<file path="src/design/awt_pkg.sv">
// ----------------------------------------------------------------------------
// awt_pkg
// Shared types and constants of the selective-repeat send window tracker.
// ----------------------------------------------------------------------------
package awt_pkg;

  localparam int unsigned WindowSlotsDef = 16;
  localparam int unsigned MaxSegmentDef  = 1000;
  localparam int unsigned MaxOut         = 16;
  localparam int unsigned OutCntW        = 5;
  localparam logic [15:0] ResendReset    = 16'd200;

  typedef enum logic [2:0] {
    REQ_ENQ  = 3'd0,
    REQ_ACK  = 3'd1,
    REQ_BAD  = 3'd2,
    REQ_TICK = 3'd3,
    REQ_SCAN = 3'd4
  } awt_req_e;

  typedef enum logic [1:0] {
    RESP_ACCEPT = 2'd0,
    RESP_REFUSE = 2'd1,
    RESP_TX     = 2'd2
  } awt_resp_e;

  typedef enum logic [1:0] {
    ST_FREE  = 2'd0,
    ST_WAIT  = 2'd1,
    ST_SENT  = 2'd2,
    ST_ACKED = 2'd3
  } awt_status_e;

  typedef enum logic [2:0] {
    S_IDLE,
    S_RET_RD,
    S_RET_EV,
    S_SCAN_RD,
    S_SCAN_EV,
    S_FLUSH
  } awt_state_e;

  typedef struct packed {
    logic [2:0]  req_type;
    logic [31:0] serial;
    logic [9:0]  seg_size;
  } awt_in_t;

  typedef struct packed {
    logic [1:0]  resp_kind;
    logic [31:0] out_serial;
    logic [9:0]  out_size;
    logic        last;
  } awt_out_t;

  typedef struct packed {
    logic [9:0]  size;
    logic [31:0] stamp;
  } awt_data_t;

  typedef struct packed {
    awt_status_e status;
    awt_data_t   data;
  } awt_slot_t;

endpackage

</file>
<file path="src/design/awt_slot_store.sv">
// ----------------------------------------------------------------------------
// awt_slot_store
// Per-slot status and segment data memories, registered read.
// ----------------------------------------------------------------------------
module awt_slot_store #(
  parameter int unsigned WINDOW_SLOTS = awt_pkg::WindowSlotsDef,
  parameter int unsigned SLOT_W       = $clog2(WINDOW_SLOTS)
) (
  input  logic                    clk_i,
  input  logic                    rst_ni,
  input  logic [SLOT_W-1:0]       addr_i,
  input  logic                    rd_en_i,
  input  logic                    st_we_i,
  input  awt_pkg::awt_status_e    st_wdata_i,
  input  logic                    dat_we_i,
  input  awt_pkg::awt_data_t      dat_wdata_i,
  output awt_pkg::awt_slot_t      rd_o
);
  import awt_pkg::*;

  awt_status_e st_mem  [WINDOW_SLOTS];
  awt_data_t   dat_mem [WINDOW_SLOTS];
  logic [WINDOW_SLOTS-1:0] vld_q;

  awt_status_e rd_st_q;
  logic        rd_vld_q;
  awt_data_t   rd_dat_q;

  // status entries read as free until first written
  always_ff @(posedge clk_i or negedge rst_ni) begin
    if (!rst_ni) begin
      vld_q <= '0;
    end else if (st_we_i) begin
      vld_q[addr_i] <= 1'b1;
    end
  end

  always_ff @(posedge clk_i) begin
    if (st_we_i) begin
      st_mem[addr_i] <= st_wdata_i;
    end
    if (dat_we_i) begin
      dat_mem[addr_i] <= dat_wdata_i;
    end
    if (rd_en_i) begin
      rd_st_q  <= st_mem[addr_i];
      rd_vld_q <= vld_q[addr_i];
      rd_dat_q <= dat_mem[addr_i];
    end
  end

  always_comb begin
    rd_o.status = rd_vld_q ? rd_st_q : ST_FREE;
    rd_o.data   = rd_dat_q;
  end

endmodule

</file>
<file path="src/design/arq_send_window_tracker.sv">
// ----------------------------------------------------------------------------
// arq_send_window_tracker
// Sender side of a selective-repeat window: enqueue, ack, bad report, tick
// and scan items; a scan retires acked head segments, orders transmits and requeues timed-out sent segments.
// ----------------------------------------------------------------------------
//   channel   direction  handshake             payload
//   in        input      in_valid_i/in_stall_o   awt_in_t  in_item_i
//   out       output     out_valid_o/out_stall_i awt_out_t out_item_o
//   cfg       input      apb psel/penable/pwrite resend_interval at 0x0
//
// enqueue, ack, bad report and tick items are handled without leaving the idle state.
// after a scan is taken the input stays stalled while acked head segments are
// read and retired, then each segment left in the window is read and evaluated,
// all through the single slot memory port; output stalls extend it.
// reset clears status valid bits at once, no clearing pass.
// input is stalled while a scan runs or the output register is held.
// ----------------------------------------------------------------------------
module arq_send_window_tracker #(
  parameter int unsigned WINDOW_SLOTS = awt_pkg::WindowSlotsDef,
  parameter int unsigned MAX_SEGMENT  = awt_pkg::MaxSegmentDef
) (
  input  logic              clk_i,
  input  logic              rst_ni,
  input  logic              in_valid_i,
  output logic              in_stall_o,
  input  awt_pkg::awt_in_t  in_item_i,
  output logic              out_valid_o,
  input  logic              out_stall_i,
  output awt_pkg::awt_out_t out_item_o,
  input  logic              psel,
  input  logic              penable,
  input  logic              pwrite,
  input  logic [2:0]        paddr,
  input  logic [31:0]       pwdata,
  output logic [31:0]       prdata,
  output logic              pready
);
  import awt_pkg::*;

  localparam int unsigned SLOT_W = $clog2(WINDOW_SLOTS);
  localparam int unsigned CNT_W  = $clog2(WINDOW_SLOTS + 1);
  localparam logic [SLOT_W-1:0] LastSlot = SLOT_W'(WINDOW_SLOTS - 1);
  localparam logic [SLOT_W:0]   SlotsW   = (SLOT_W + 1)'(WINDOW_SLOTS);
  localparam logic [16:0]       MaxSeg   = 17'(MAX_SEGMENT);
  localparam logic [OutCntW-1:0] MaxOutN = OutCntW'(MaxOut);

  awt_state_e        state_q, state_d;
  logic [31:0]       bottom_q, bottom_d, top_q, top_d, now_q, now_d;
  logic [SLOT_W-1:0] b1_slot_q, b1_slot_d, t1_slot_q, t1_slot_d;
  logic [SLOT_W-1:0] cur_slot_q, cur_slot_d;
  logic [31:0]       cur_ser_q, cur_ser_d;
  logic [CNT_W-1:0]  cnt_q, cnt_d;
  logic [OutCntW-1:0] n_q, n_d;
  logic              pend_valid_q, pend_valid_d;
  awt_out_t          pend_q, pend_d;
  logic              out_valid_q;
  awt_out_t          out_q;
  logic [15:0]       interval_q;

  logic              push_en;
  awt_out_t          push_item;
  logic              can_push;

  logic [SLOT_W-1:0] mem_addr;
  logic              mem_rd_en, mem_st_we, mem_dat_we;
  awt_status_e       mem_st_wdata;
  awt_data_t         mem_dat_wdata;
  awt_slot_t         mem_rd;

  logic [31:0]       span32, off32, age;
  logic [CNT_W-1:0]  span_n;
  logic              in_win, full;
  logic [SLOT_W:0]   slot_sum;
  logic [SLOT_W-1:0] ack_slot;
  logic [9:0]        size_sat;

  function automatic logic [SLOT_W-1:0] adv_slot(input logic [SLOT_W-1:0] slot,
                                                 input logic [31:0] ser);
    if (ser == '1) begin
      return '0;
    end else if (slot == LastSlot) begin
      return '0;
    end else begin
      return slot + 1'b1;
    end
  endfunction

  awt_slot_store #(
    .WINDOW_SLOTS(WINDOW_SLOTS),
    .SLOT_W      (SLOT_W)
  ) u_store (
    .clk_i      (clk_i),
    .rst_ni     (rst_ni),
    .addr_i     (mem_addr),
    .rd_en_i    (mem_rd_en),
    .st_we_i    (mem_st_we),
    .st_wdata_i (mem_st_wdata),
    .dat_we_i   (mem_dat_we),
    .dat_wdata_i(mem_dat_wdata),
    .rd_o       (mem_rd)
  );

  // config port
  assign pready = 1'b1;
  assign prdata = paddr[2] ? 32'd0 : {16'd0, interval_q};

  always_ff @(posedge clk_i or negedge rst_ni) begin
    if (!rst_ni) begin
      interval_q <= ResendReset;
    end else if (psel && penable && pwrite && !paddr[2]) begin
      interval_q <= pwdata[15:0];
    end
  end

  // window arithmetic
  assign span32   = top_q - bottom_q;
  assign span_n   = span32[CNT_W-1:0];
  assign full     = span32 >= 32'(WINDOW_SLOTS);
  assign off32    = in_item_i.serial - bottom_q - 32'd1;
  assign in_win   = off32 < span32;
  assign slot_sum = {1'b0, b1_slot_q} + {1'b0, off32[SLOT_W-1:0]};
  assign age      = now_q - mem_rd.data.stamp;
  assign size_sat = (17'(in_item_i.seg_size) > MaxSeg) ? MaxSeg[9:0]
                                                         : in_item_i.seg_size;

  always_comb begin
    if (in_item_i.serial < off32) begin
      ack_slot = in_item_i.serial[SLOT_W-1:0];
    end else if (slot_sum >= SlotsW) begin
      ack_slot = SLOT_W'(slot_sum - SlotsW);
    end else begin
      ack_slot = slot_sum[SLOT_W-1:0];
    end
  end

  assign can_push   = !out_valid_q || !out_stall_i;
  assign in_stall_o = (state_q != S_IDLE) || !can_push;

  always_comb begin
    state_d       = state_q;
    bottom_d      = bottom_q;
    top_d         = top_q;
    now_d         = now_q;
    b1_slot_d     = b1_slot_q;
    t1_slot_d     = t1_slot_q;
    cur_slot_d    = cur_slot_q;
    cur_ser_d     = cur_ser_q;
    cnt_d         = cnt_q;
    n_d           = n_q;
    pend_valid_d  = pend_valid_q;
    pend_d        = pend_q;
    push_en       = 1'b0;
    push_item     = pend_q;
    mem_addr      = cur_slot_q;
    mem_rd_en     = 1'b0;
    mem_st_we     = 1'b0;
    mem_st_wdata  = ST_FREE;
    mem_dat_we    = 1'b0;
    mem_dat_wdata = mem_rd.data;

    unique case (state_q)
      S_IDLE: begin
        if (in_valid_i && !in_stall_o) begin
          unique case (in_item_i.req_type)
            REQ_ENQ: begin
              push_en = 1'b1;
              if (full) begin
                push_item = '{resp_kind: RESP_REFUSE, out_serial: '0,
                              out_size: '0, last: 1'b1};
              end else begin
                mem_addr      = t1_slot_q;
                mem_st_we     = 1'b1;
                mem_st_wdata  = ST_WAIT;
                mem_dat_we    = 1'b1;
                mem_dat_wdata = '{size: size_sat, stamp: now_q};
                top_d         = top_q + 32'd1;
                t1_slot_d     = adv_slot(t1_slot_q, top_q + 32'd1);
                push_item = '{resp_kind: RESP_ACCEPT, out_serial: top_q + 32'd1,
                              out_size: '0, last: 1'b1};
              end
            end
            REQ_ACK, REQ_BAD: begin
              if (in_win) begin
                mem_addr     = ack_slot;
                mem_st_we    = 1'b1;
                mem_st_wdata = (in_item_i.req_type == REQ_ACK) ? ST_ACKED : ST_WAIT;
              end
            end
            REQ_TICK: now_d = now_q + 32'd1;
            REQ_SCAN: state_d = S_RET_RD;
            default: ;
          endcase
        end
      end
      S_RET_RD: begin
        if (bottom_q == top_q) begin
          cur_slot_d = b1_slot_q;
          cur_ser_d  = bottom_q + 32'd1;
          cnt_d      = '0;
          n_d        = '0;
          state_d    = S_SCAN_RD;
        end else begin
          mem_addr  = b1_slot_q;
          mem_rd_en = 1'b1;
          state_d   = S_RET_EV;
        end
      end
      S_RET_EV: begin
        if (mem_rd.status == ST_ACKED) begin
          mem_addr     = b1_slot_q;
          mem_st_we    = 1'b1;
          mem_st_wdata = ST_FREE;
          bottom_d     = bottom_q + 32'd1;
          b1_slot_d    = adv_slot(b1_slot_q, bottom_q + 32'd1);
          state_d      = S_RET_RD;
        end else begin
          cur_slot_d = b1_slot_q;
          cur_ser_d  = bottom_q + 32'd1;
          cnt_d      = '0;
          n_d        = '0;
          state_d    = S_SCAN_RD;
        end
      end
      S_SCAN_RD: begin
        if (cnt_q == span_n) begin
          state_d = S_FLUSH;
        end else begin
          mem_rd_en = 1'b1;
          state_d   = S_SCAN_EV;
        end
      end
      S_SCAN_EV: begin
        if (mem_rd.status == ST_WAIT && n_q < MaxOutN && pend_valid_q && !can_push) begin
          state_d = S_SCAN_EV;
        end else begin
          if (mem_rd.status == ST_WAIT && n_q < MaxOutN) begin
            push_en       = pend_valid_q;
            pend_valid_d  = 1'b1;
            pend_d        = '{resp_kind: RESP_TX, out_serial: cur_ser_q,
                              out_size: mem_rd.data.size, last: 1'b0};
            n_d           = n_q + 1'b1;
            mem_st_we     = 1'b1;
            mem_st_wdata  = ST_SENT;
            mem_dat_we    = 1'b1;
            mem_dat_wdata = '{size: mem_rd.data.size, stamp: now_q};
          end else if (mem_rd.status == ST_SENT && age > {16'd0, interval_q}) begin
            mem_st_we    = 1'b1;
            mem_st_wdata = ST_WAIT;
          end
          cur_slot_d = adv_slot(cur_slot_q, cur_ser_q);
          cur_ser_d  = cur_ser_q + 32'd1;
          cnt_d      = cnt_q + 1'b1;
          state_d    = S_SCAN_RD;
        end
      end
      S_FLUSH: begin
        if (!pend_valid_q) begin
          state_d = S_IDLE;
        end else if (can_push) begin
          push_en        = 1'b1;
          push_item.last = 1'b1;
          pend_valid_d   = 1'b0;
          state_d        = S_IDLE;
        end
      end
      default: state_d = S_IDLE;
    endcase
  end

  always_ff @(posedge clk_i or negedge rst_ni) begin
    if (!rst_ni) begin
      state_q      <= S_IDLE;
      bottom_q     <= '0;
      top_q        <= '0;
      now_q        <= '0;
      b1_slot_q    <= SLOT_W'(1);
      t1_slot_q    <= SLOT_W'(1);
      cur_slot_q   <= '0;
      cur_ser_q    <= '0;
      cnt_q        <= '0;
      n_q          <= '0;
      pend_valid_q <= 1'b0;
      out_valid_q  <= 1'b0;
    end else begin
      state_q      <= state_d;
      bottom_q     <= bottom_d;
      top_q        <= top_d;
      now_q        <= now_d;
      b1_slot_q    <= b1_slot_d;
      t1_slot_q    <= t1_slot_d;
      cur_slot_q   <= cur_slot_d;
      cur_ser_q    <= cur_ser_d;
      cnt_q        <= cnt_d;
      n_q          <= n_d;
      pend_valid_q <= pend_valid_d;
      if (push_en) begin
        out_valid_q <= 1'b1;
      end else if (!out_stall_i) begin
        out_valid_q <= 1'b0;
      end
    end
  end

  always_ff @(posedge clk_i) begin
    pend_q <= pend_d;
    if (push_en) begin
      out_q <= push_item;
    end
  end

  assign out_valid_o = out_valid_q;
  assign out_item_o  = out_q;

endmodule
</file>
<file path="config.mk">
export PLATFORM = sky130hd
export DESIGN_NAME = arq_send_window_tracker
export DESIGN_NICKNAME = d
export VERILOG_FILES = /design/src/design/awt_pkg.sv /design/src/design/awt_slot_store.sv /design/src/design/arq_send_window_tracker.sv
export SDC_FILE = /design/constraint.sdc
export NUM_CORES = 2
export LEC_CHECK = 0
export ABC_AREA = 1
export BUFFER_PORTS_ARGS = -buffer_cell sky130_fd_sc_hd__buf_2
export CORE_UTILIZATION = 63
export DETAILED_ROUTE_END_ITERATION = 10
export PLACE_DENSITY = 0.81
export RECOVER_POWER = 50
export SETUP_SLACK_MARGIN = 0.1
export SLEW_MARGIN = 20
export SYNTH_ARGS = -nofsm -noshare
export SYNTH_HDL_FRONTEND = slang
export SYNTH_HIERARCHICAL = 1
export SYNTH_SLANG_ARGS = --single-unit
</file>
<file path="constraint.sdc">
create_clock -name clk_i -period 8.9 [get_ports clk_i]
set_input_delay 0.89 -clock clk_i [delete_from_list [all_inputs] [get_ports clk_i]]
set_output_delay 0.89 -clock clk_i [all_outputs]
set_load 0.005 [all_outputs]
</file>
After elaboration in Yosys (flattened, before gate mapping):

Memories as Yosys holds them, arrays and structs flattened. A register that Yosys moved wholly into a read port is not among the register bits.
Cells that the tools add are included.

* input bits: 87
* word-level logic and storage cells: 210
* memories kept: 2
* RAM bits: 704
* register bits after elaboration: 275

* bitwise operators: 3
* equality and inequality tests: 28
* mux-type cells: 101
* magnitude comparators: 9
* reductions and logical operators: 31
* $add $sub $neg: 15

Memory list
* u_store.dat_mem: depth 16, width 42, read ports 1, clocked after memory_dff 1, wr ports 1, line awt_slot_store.sv:22 `awt_data_t dat_mem [WINDOW_SLOTS];`
* u_store.st_mem: depth 16, width 2, read ports 1, clocked after memory_dff 1, wr ports 1, line awt_slot_store.sv:21 `awt_status_e st_mem [WINDOW_SLOTS];`

Operators by type and width (number)
* 2-to-1 mux 42 bit: 4
* 2-to-1 mux 32 bit: 5
* adder 32 x 1 -> 32 bit (second input constant): 4
* equality test 32 bit (second input constant): 3
* case mux 32 bit (3 select lines): 1
* subtractor 32 bit: 3
* 2-to-1 mux 43 bit: 2
* case mux 42 bit (2 select lines): 1
* less-than comparator 32 bit: 2
* 2-to-1 mux 4 bit: 16
* 2-to-1 mux 44 bit: 1
* 2-to-1 mux 1 bit: 35
* equality test 32 bit: 1
* greater-or-equal comparator 32 x 5 -> 1 bit (second input constant): 1
* greater-than comparator 32 x 16 -> 1 bit: 1
* subtractor 32 x 1 -> 32 bit (second input constant): 1
* case mux 5 bit (3 select lines): 2
* 2-to-1 mux 5 bit: 5
* case mux 4 bit (3 select lines): 2
* case mux 3 bit (6 select lines): 1
* 2-to-1 mux 16 bit: 1
* bitwise OR 16 bit: 1
* 2-to-1 mux 3 bit: 5
* AND reduction 3 bit: 5
* 38 further kinds: 84

Logic depth before layout (Yosys ltp):

* word-level depth: 15
* mapped depth: 41
* depth with buffers taken out: 38

By module:

The synthesis kept the hierarchy.

Modules (own cells, without submodules)
* awt_slot_store: area each 31589.0 µm², instances 1, cells each 3015, seq. area each 22892.0 µm²
* arq_send_window_tracker: area each 22799.4 µm², instances 1, cells each 3278, seq. area each 6897.9 µm²

Worst setup path before layout:

Ideal clock, no wire load.

* path type: input-to-reg
* from: in in_item_i[10] (netlist bit)
* to: mem u_store/dat_mem[11][0] (netlist bit), enable pin
* arrival time: 6.856 ns
* stages on the path: 33
* required time: 8.459 ns
* setup slack: 1.602 ns
* cell sequence: ha_1 fa_1 nand3_1 nand2_1 nand2_1 o211ai_1 a21boi_1 o21ai_0 nand3_1 o21ai_0 a21boi_1 o21ai_0 xor2_1 ha_1 nand4_1 nor3_1 nand2_1 a31oi_1 a211oi_1 and3_1 clkbuf_1 nand2_1 nand3_1 nand2_1 nand2_1 nand3_1 buf_2 buf_4 buf_6 nand2_1 inv_2 nand2_1 nor2_1

* word-level cells in the longest chain between the ends: 10
* elaborated cells between the ends (all ways): 13
* classes of those cells: add/sub (4); order compare (3); mux (6)

RTL lines
* start, declared: line arq_send_window_tracker.sv:26 `input awt_pkg::awt_in_t in_item_i,`
* subtractor 32 bit: line arq_send_window_tracker.sv:119 `assign off32 = in_item_i.serial - bottom_q - 32'd1;`
* subtractor 32 x 1 -> 32 bit: line arq_send_window_tracker.sv:119
* adder 4 x 4 -> 5 bit: line arq_send_window_tracker.sv:121 `assign slot_sum = {1'b0, b1_slot_q} + {1'b0, off32[SLOT_W-1:0]};`
* subtractor 4 x 1 -> 4 bit or greater-or-equal comparator 5 bit (tied branches): line arq_send_window_tracker.sv:130, arq_send_window_tracker.sv:129
* 2-to-1 mux 4 bit: line arq_send_window_tracker.sv:129 `end else if (slot_sum >= SlotsW) begin`
* 2-to-1 mux 4 bit: line arq_send_window_tracker.sv:127 `if (in_item_i.serial < off32) begin`
* 2-to-1 mux 4 bit *: line arq_send_window_tracker.sv:183 `if (in_win) begin`
* case mux 4 bit (2 select lines) *: line arq_send_window_tracker.sv:164 `unique case (in_item_i.req_type)`
* 2-to-1 mux 4 bit *: line arq_send_window_tracker.sv:163 `if (in_valid_i && !in_stall_o) begin`
* case mux 4 bit (3 select lines) *: line arq_send_window_tracker.sv:161 `unique case (state_q)`
* via mem_addr[0]: line arq_send_window_tracker.sv:64 `logic [SLOT_W-1:0] mem_addr;`
* end, declared: line awt_slot_store.sv:22

The timed path passes the listed nets; every way through them passes the cells marked *.

Worst setup path after layout:

* from: reg bottom_q[0]
* to: reg, netlist name u_store/rd_o[16]

* word-level cells in the longest chain between the ends: 10
* elaborated cells between the ends (all ways): 22
* classes of those cells: add/sub (5); order compare (4); eq/ne (2); mux (11)

RTL lines
* start, declared: line arq_send_window_tracker.sv:48 `logic [31:0] bottom_q, bottom_d, top_q, top_d, now_q, now_d;`
* start signal, assigned: line arq_send_window_tracker.sv:286 `bottom_q <= bottom_d;`
* subtractor 32 bit: line arq_send_window_tracker.sv:119
* subtractor 32 x 1 -> 32 bit: line arq_send_window_tracker.sv:119
* adder 4 x 4 -> 5 bit: line arq_send_window_tracker.sv:121
* subtractor 4 x 1 -> 4 bit or greater-or-equal comparator 5 bit (tied branches): line arq_send_window_tracker.sv:130, arq_send_window_tracker.sv:129
* 2-to-1 mux 4 bit: line arq_send_window_tracker.sv:129
* 2-to-1 mux 4 bit: line arq_send_window_tracker.sv:127
* 2-to-1 mux 4 bit: line arq_send_window_tracker.sv:183
* case mux 4 bit (2 select lines): line arq_send_window_tracker.sv:164
* 2-to-1 mux 4 bit: line arq_send_window_tracker.sv:163
* case mux 4 bit (3 select lines) *: line arq_send_window_tracker.sv:161
* via mem_addr[0]: line arq_send_window_tracker.sv:64

Marks and branches as above.
A chain may end at the register's enable or synchronous reset.

==> implementation parameters <==
Parameter                              Value

Status
  Result of the run    finished with violations
  Failing checks    max-capacitance violations, max-slew violations

Hold path
  Worst Hold Path Cells    0
  Startpoint of the lowest-slack hold path    u_store/rd_o[38]$_DFFE_PP_
  Min-delay worst type    reg -> reg
  Capture endpoint of the worst hold path    pend_q[7]$_DFFE_PP_

Cells and area
  Commonest non-fill, non-tap cell in the layout    sky130_fd_sc_hd__nand2_1
  Highest-count cells in the layout ignoring fill and taps    sky130_fd_sc_hd__nand2_1 (2,834), sky130_fd_sc_hd__edfxtp_1 (836), sky130_fd_sc_hd__inv_1 (553)
  Nets    6,667
  Number of standard cells in the layout, taps in and fillers out    7,621
  Layout-stage area growth over the synthesis result    9.05%
  Number of antenna cells inserted    0
  Share of post-route cells with drive strength above 1    0.0593

Die
  Effective utilization at floorplan    0.638
  Die Footprint    87,500 um2
  Die outline height    296 um
  Width of the chip    296 um
  Core area    85,300 um2
  Standard-cell rows    107
  Number of top-level pins    167

Setup path
  Data required time at the worst endpoint    about 9.4 ns
  Worst r2r dst    u_store/rd_o[16]$_DFFE_PP_
  Highest fanout seen on the critical path    172
  Category of the worst setup path capture point    register
  CP max stage delay    roughly 0.61 ns
  CP Launch Type    register
  Internal reg-to-reg setup slack    0.87 ns
  CP max-delay cell    sky130_fd_sc_hd__a211oi_1
  Worst reg-to-reg path cell count    36
  Kind of critical path    reg -> reg
  Worst path arrival time    8.58 ns
  Most Frequent Cell on Critical Path    sky130_fd_sc_hd__nand2_1
  Critical R2R Launch    bottom_q[0]$_DFFE_PN0P_

Clock tree
  Clock tree from TritonCTS    yes
  Longest Clk Path Bufs    3
  Clock slew at reported path FFs    ~0.060 ns
  H-tree lvl count    3
  Clock Sinks    1,023
  Total CTS buffers    102
  Skew-Pair Late Insertion Delay    0.69 ns
  Hold buffer count at cts    0
  Root Buffer Master    sky130_fd_sc_hd__clkbuf_16
  Number of gates resized after cts    0
  Number of buffers added for setup after CTS    0

Power
  Fraction of power consumed by sequential logic    0.355
  Leakage dissipation    0.0268 uW
  Internal cell power    11,000 uW
  Worst vdd rail ir drop    0.400 mV
  PwrDens    316 nW/um2
  Power share of the clock group    0.227
  Design Power    18,800 uW
  Net Sw Power    7790 uW
  Combinational share of power    0.417
  Sw Share    0.415

Route
  Post-detailed-routing wire length    roughly 140,000 um
  Average via count per standard cell    5.62
  DRC    0
  Number of vias in the routed layout    42,800
  DR WL/cell    19.0 um
  Antenna Violating Nets Remaining    0
  Iteration count of the initial detailed-routing pass    7
  Initial DRC Count    4,688

Yosys
  Synth Register Bits    1,023
  Number of library cell types mapped by synthesis    57
  Sequential-to-total area share from yosys stat    0.548
  Share of async-settable or async-resettable flops after synthesis    0.183
  Synth warn    6
  Number of enable flip-flop cells after synthesis    about 840
  Synthesized netlist cell count    about 6,300
  Mean Syn Cell Area    8.64 um2
  Syn Std Cell Area    54,400 um2
  Primary flip-flop cell chosen by synthesis mapping    sky130_fd_sc_hd__edfxtp_1

Timing
  Worst setup slack after layout    between 0.8 and 0.9 ns
  Total count of hold-check failures in the final report    0
  Setup violators final    0
  Worst rel slew slack    -1.63
  Share of the clock period used by the worst path after layout    0.903
  Setup repair after global routing missed its margin    false
  Post-layout min period    around 8 ns
  Worst-case hold slack    0.440 ns
  Transition time at the pin with the least slew margin    3.95 ns
  Clock skew after layout    0.0242 ns
  Setup total negative slack    0 ns
  Maximum frequency from static timing analysis    about 120 MHz
  Max Slew Vio Count    696

Global routing
  Wire length of the first global-routing pass    221,000 um
  Vias in the first global route    39,900
  Overflow left after global routing    0
  Number of antenna violations at the first check in global routing    6
  Maximum number of pins on one net before global-route repair    173
  GR Util All Layers    0.330

Place
  Total half-perimeter wirelength after legalization and detailed placement    95,700 um
  Placed cells    between 7,000 and 8,000
  Final weighted congestion in routability-driven placement    0.984
  Number of port buffers    131
  Worst setup slack before clock tree synthesis    0.859 ns

Run
  Reported max-cap violation count    15
==> metal layers <==
metal / vias up / track usage / routed length [um]
met2: 2055 / 0.532 / 67700
li1: 20600 / - / -
met5: - / 0 / 23
met4: 4 / 0.118 / 5020
met1: 19900 / 0.454 / 58200
met3: 344 / 0.0522 / 13600
==> sequential cells by signal, indices dropped and copies added (netlist names), 3 cells and up <==
signal / count
u_store/dat_mem: 672
out_item_o: 45
pend_q: 42
u_store/rd_o: 42
bottom_q: 32
cur_ser_q: 32
now_q: 32
top_q: 32
u_store/st_mem: 32
interval_q: 16
u_store/vld_q: 16
cnt_q: 5
n_q: 5
b1_slot_q: 4
cur_slot_q: 4
t1_slot_q: 4
state_q: 3
==> logic make-up (layout without fill, tap and decap cells) <==
group           Yosys count  in the layout  share of synthesized area
mux                       3              3                   0.000621
flops                  1023           1023                      0.548
simple gates           3551           3551                      0.258
other cells               2             17                   0.000138
compound gates          523            523                     0.0571
fa+ha+maj               190            190                     0.0443
xor+xnor                179            179                     0.0290
buf+inv                 822            991                     0.0628
==> layout make-up <==
class	count	area [um2]
flip-flops and latches	1023	29800
fillers	6443	26000
multi-input cells	4463	21300
clock buffers	132	2760
inverters	595	2250
well taps	1144	1430
repair buffers	205	1210
clock inverters	59	541
==> power by group through the flow <==
stage               Clock [uW]  Sequential [uW]  Combinational [uW]
floorplan                    0             6660                5600
global placement             0             6720                7400
detailed placement           0             6740                7660
CTS                       4300             6640                7750
global route              4480             6700                8720
finish                    4260             6660                7820
==> metrics by stage <==
| stage | util | cell area [um2] |
|---|---|---|
| floorplan | - | 54400 |
| global placement | 0.660 | 56300 |
| detailed placement | 0.660 | 56300 |
| CTS | 0.698 | 59600 |
| global route | 0.695 | 59300 |
| finish | 0.695 | 59300 |
==> cells in the mapped netlist (all sizes together), types with 5 or more instances <==
cell    instances  share of area
o21ai         186          0.017
o21bai         14         0.0019
edfxtp        836           0.46
buf           140          0.016
a21boi          7        0.00097
or2            27         0.0031
nand2        2834           0.20
dfrtp         182          0.084
o211ai         42         0.0087
a21o            9         0.0012
nor2          314          0.022
dfstp           5         0.0024
nand3b          7        0.00097
nand4          55         0.0063
xor2          137          0.022
a22oi           8         0.0011
xnor2          42         0.0068
o22ai           9         0.0010
clkbuf         87         0.0060
a31oi           7        0.00081
o221ai         10         0.0016
inv           592          0.041
o21a            5        0.00069
nor3           88         0.0083
a21oi         209          0.019
nand3         198          0.018
nor4           18         0.0021
ha            186          0.043
o31ai           7         0.0011
==> critical path: cells and delay by family, from the launching register on <==
| kind | cells | cell delay, ns |
|---|---|---|
| buffers and inverters | 4 | 1.01 |
| DFF | 1 | 0.45 |
| and+or+nand+nor | 20 | 2.82 |
| AOI/OAI and AO/OA | 8 | 2.28 |
| xor gates and xnor gates | 1 | 0.12 |
| adders and majority gates | 3 | 0.80 |
==> worst max path at each step <==
stage                                 start                          endpoint  slack (ns)  cells after the start
floorplan                     in_item_i[10]  u_store/dat_mem[11][0]$_DFFE_PP_        1.60                     33
global placement              in_item_i[10]         u_store/rd_o[6]$_DFFE_PP_        1.10                     36
detailed placement            in_item_i[14]         u_store/rd_o[9]$_DFFE_PP_        0.86                     35
CTS                 bottom_q[0]$_DFFE_PN0P_         u_store/rd_o[9]$_DFFE_PP_        1.12                     36
global route        bottom_q[0]$_DFFE_PN0P_         u_store/rd_o[6]$_DFFE_PP_        0.33                     36
finish              bottom_q[0]$_DFFE_PN0P_        u_store/rd_o[16]$_DFFE_PP_        0.87                     36
(Power assumes the default switching activity.)
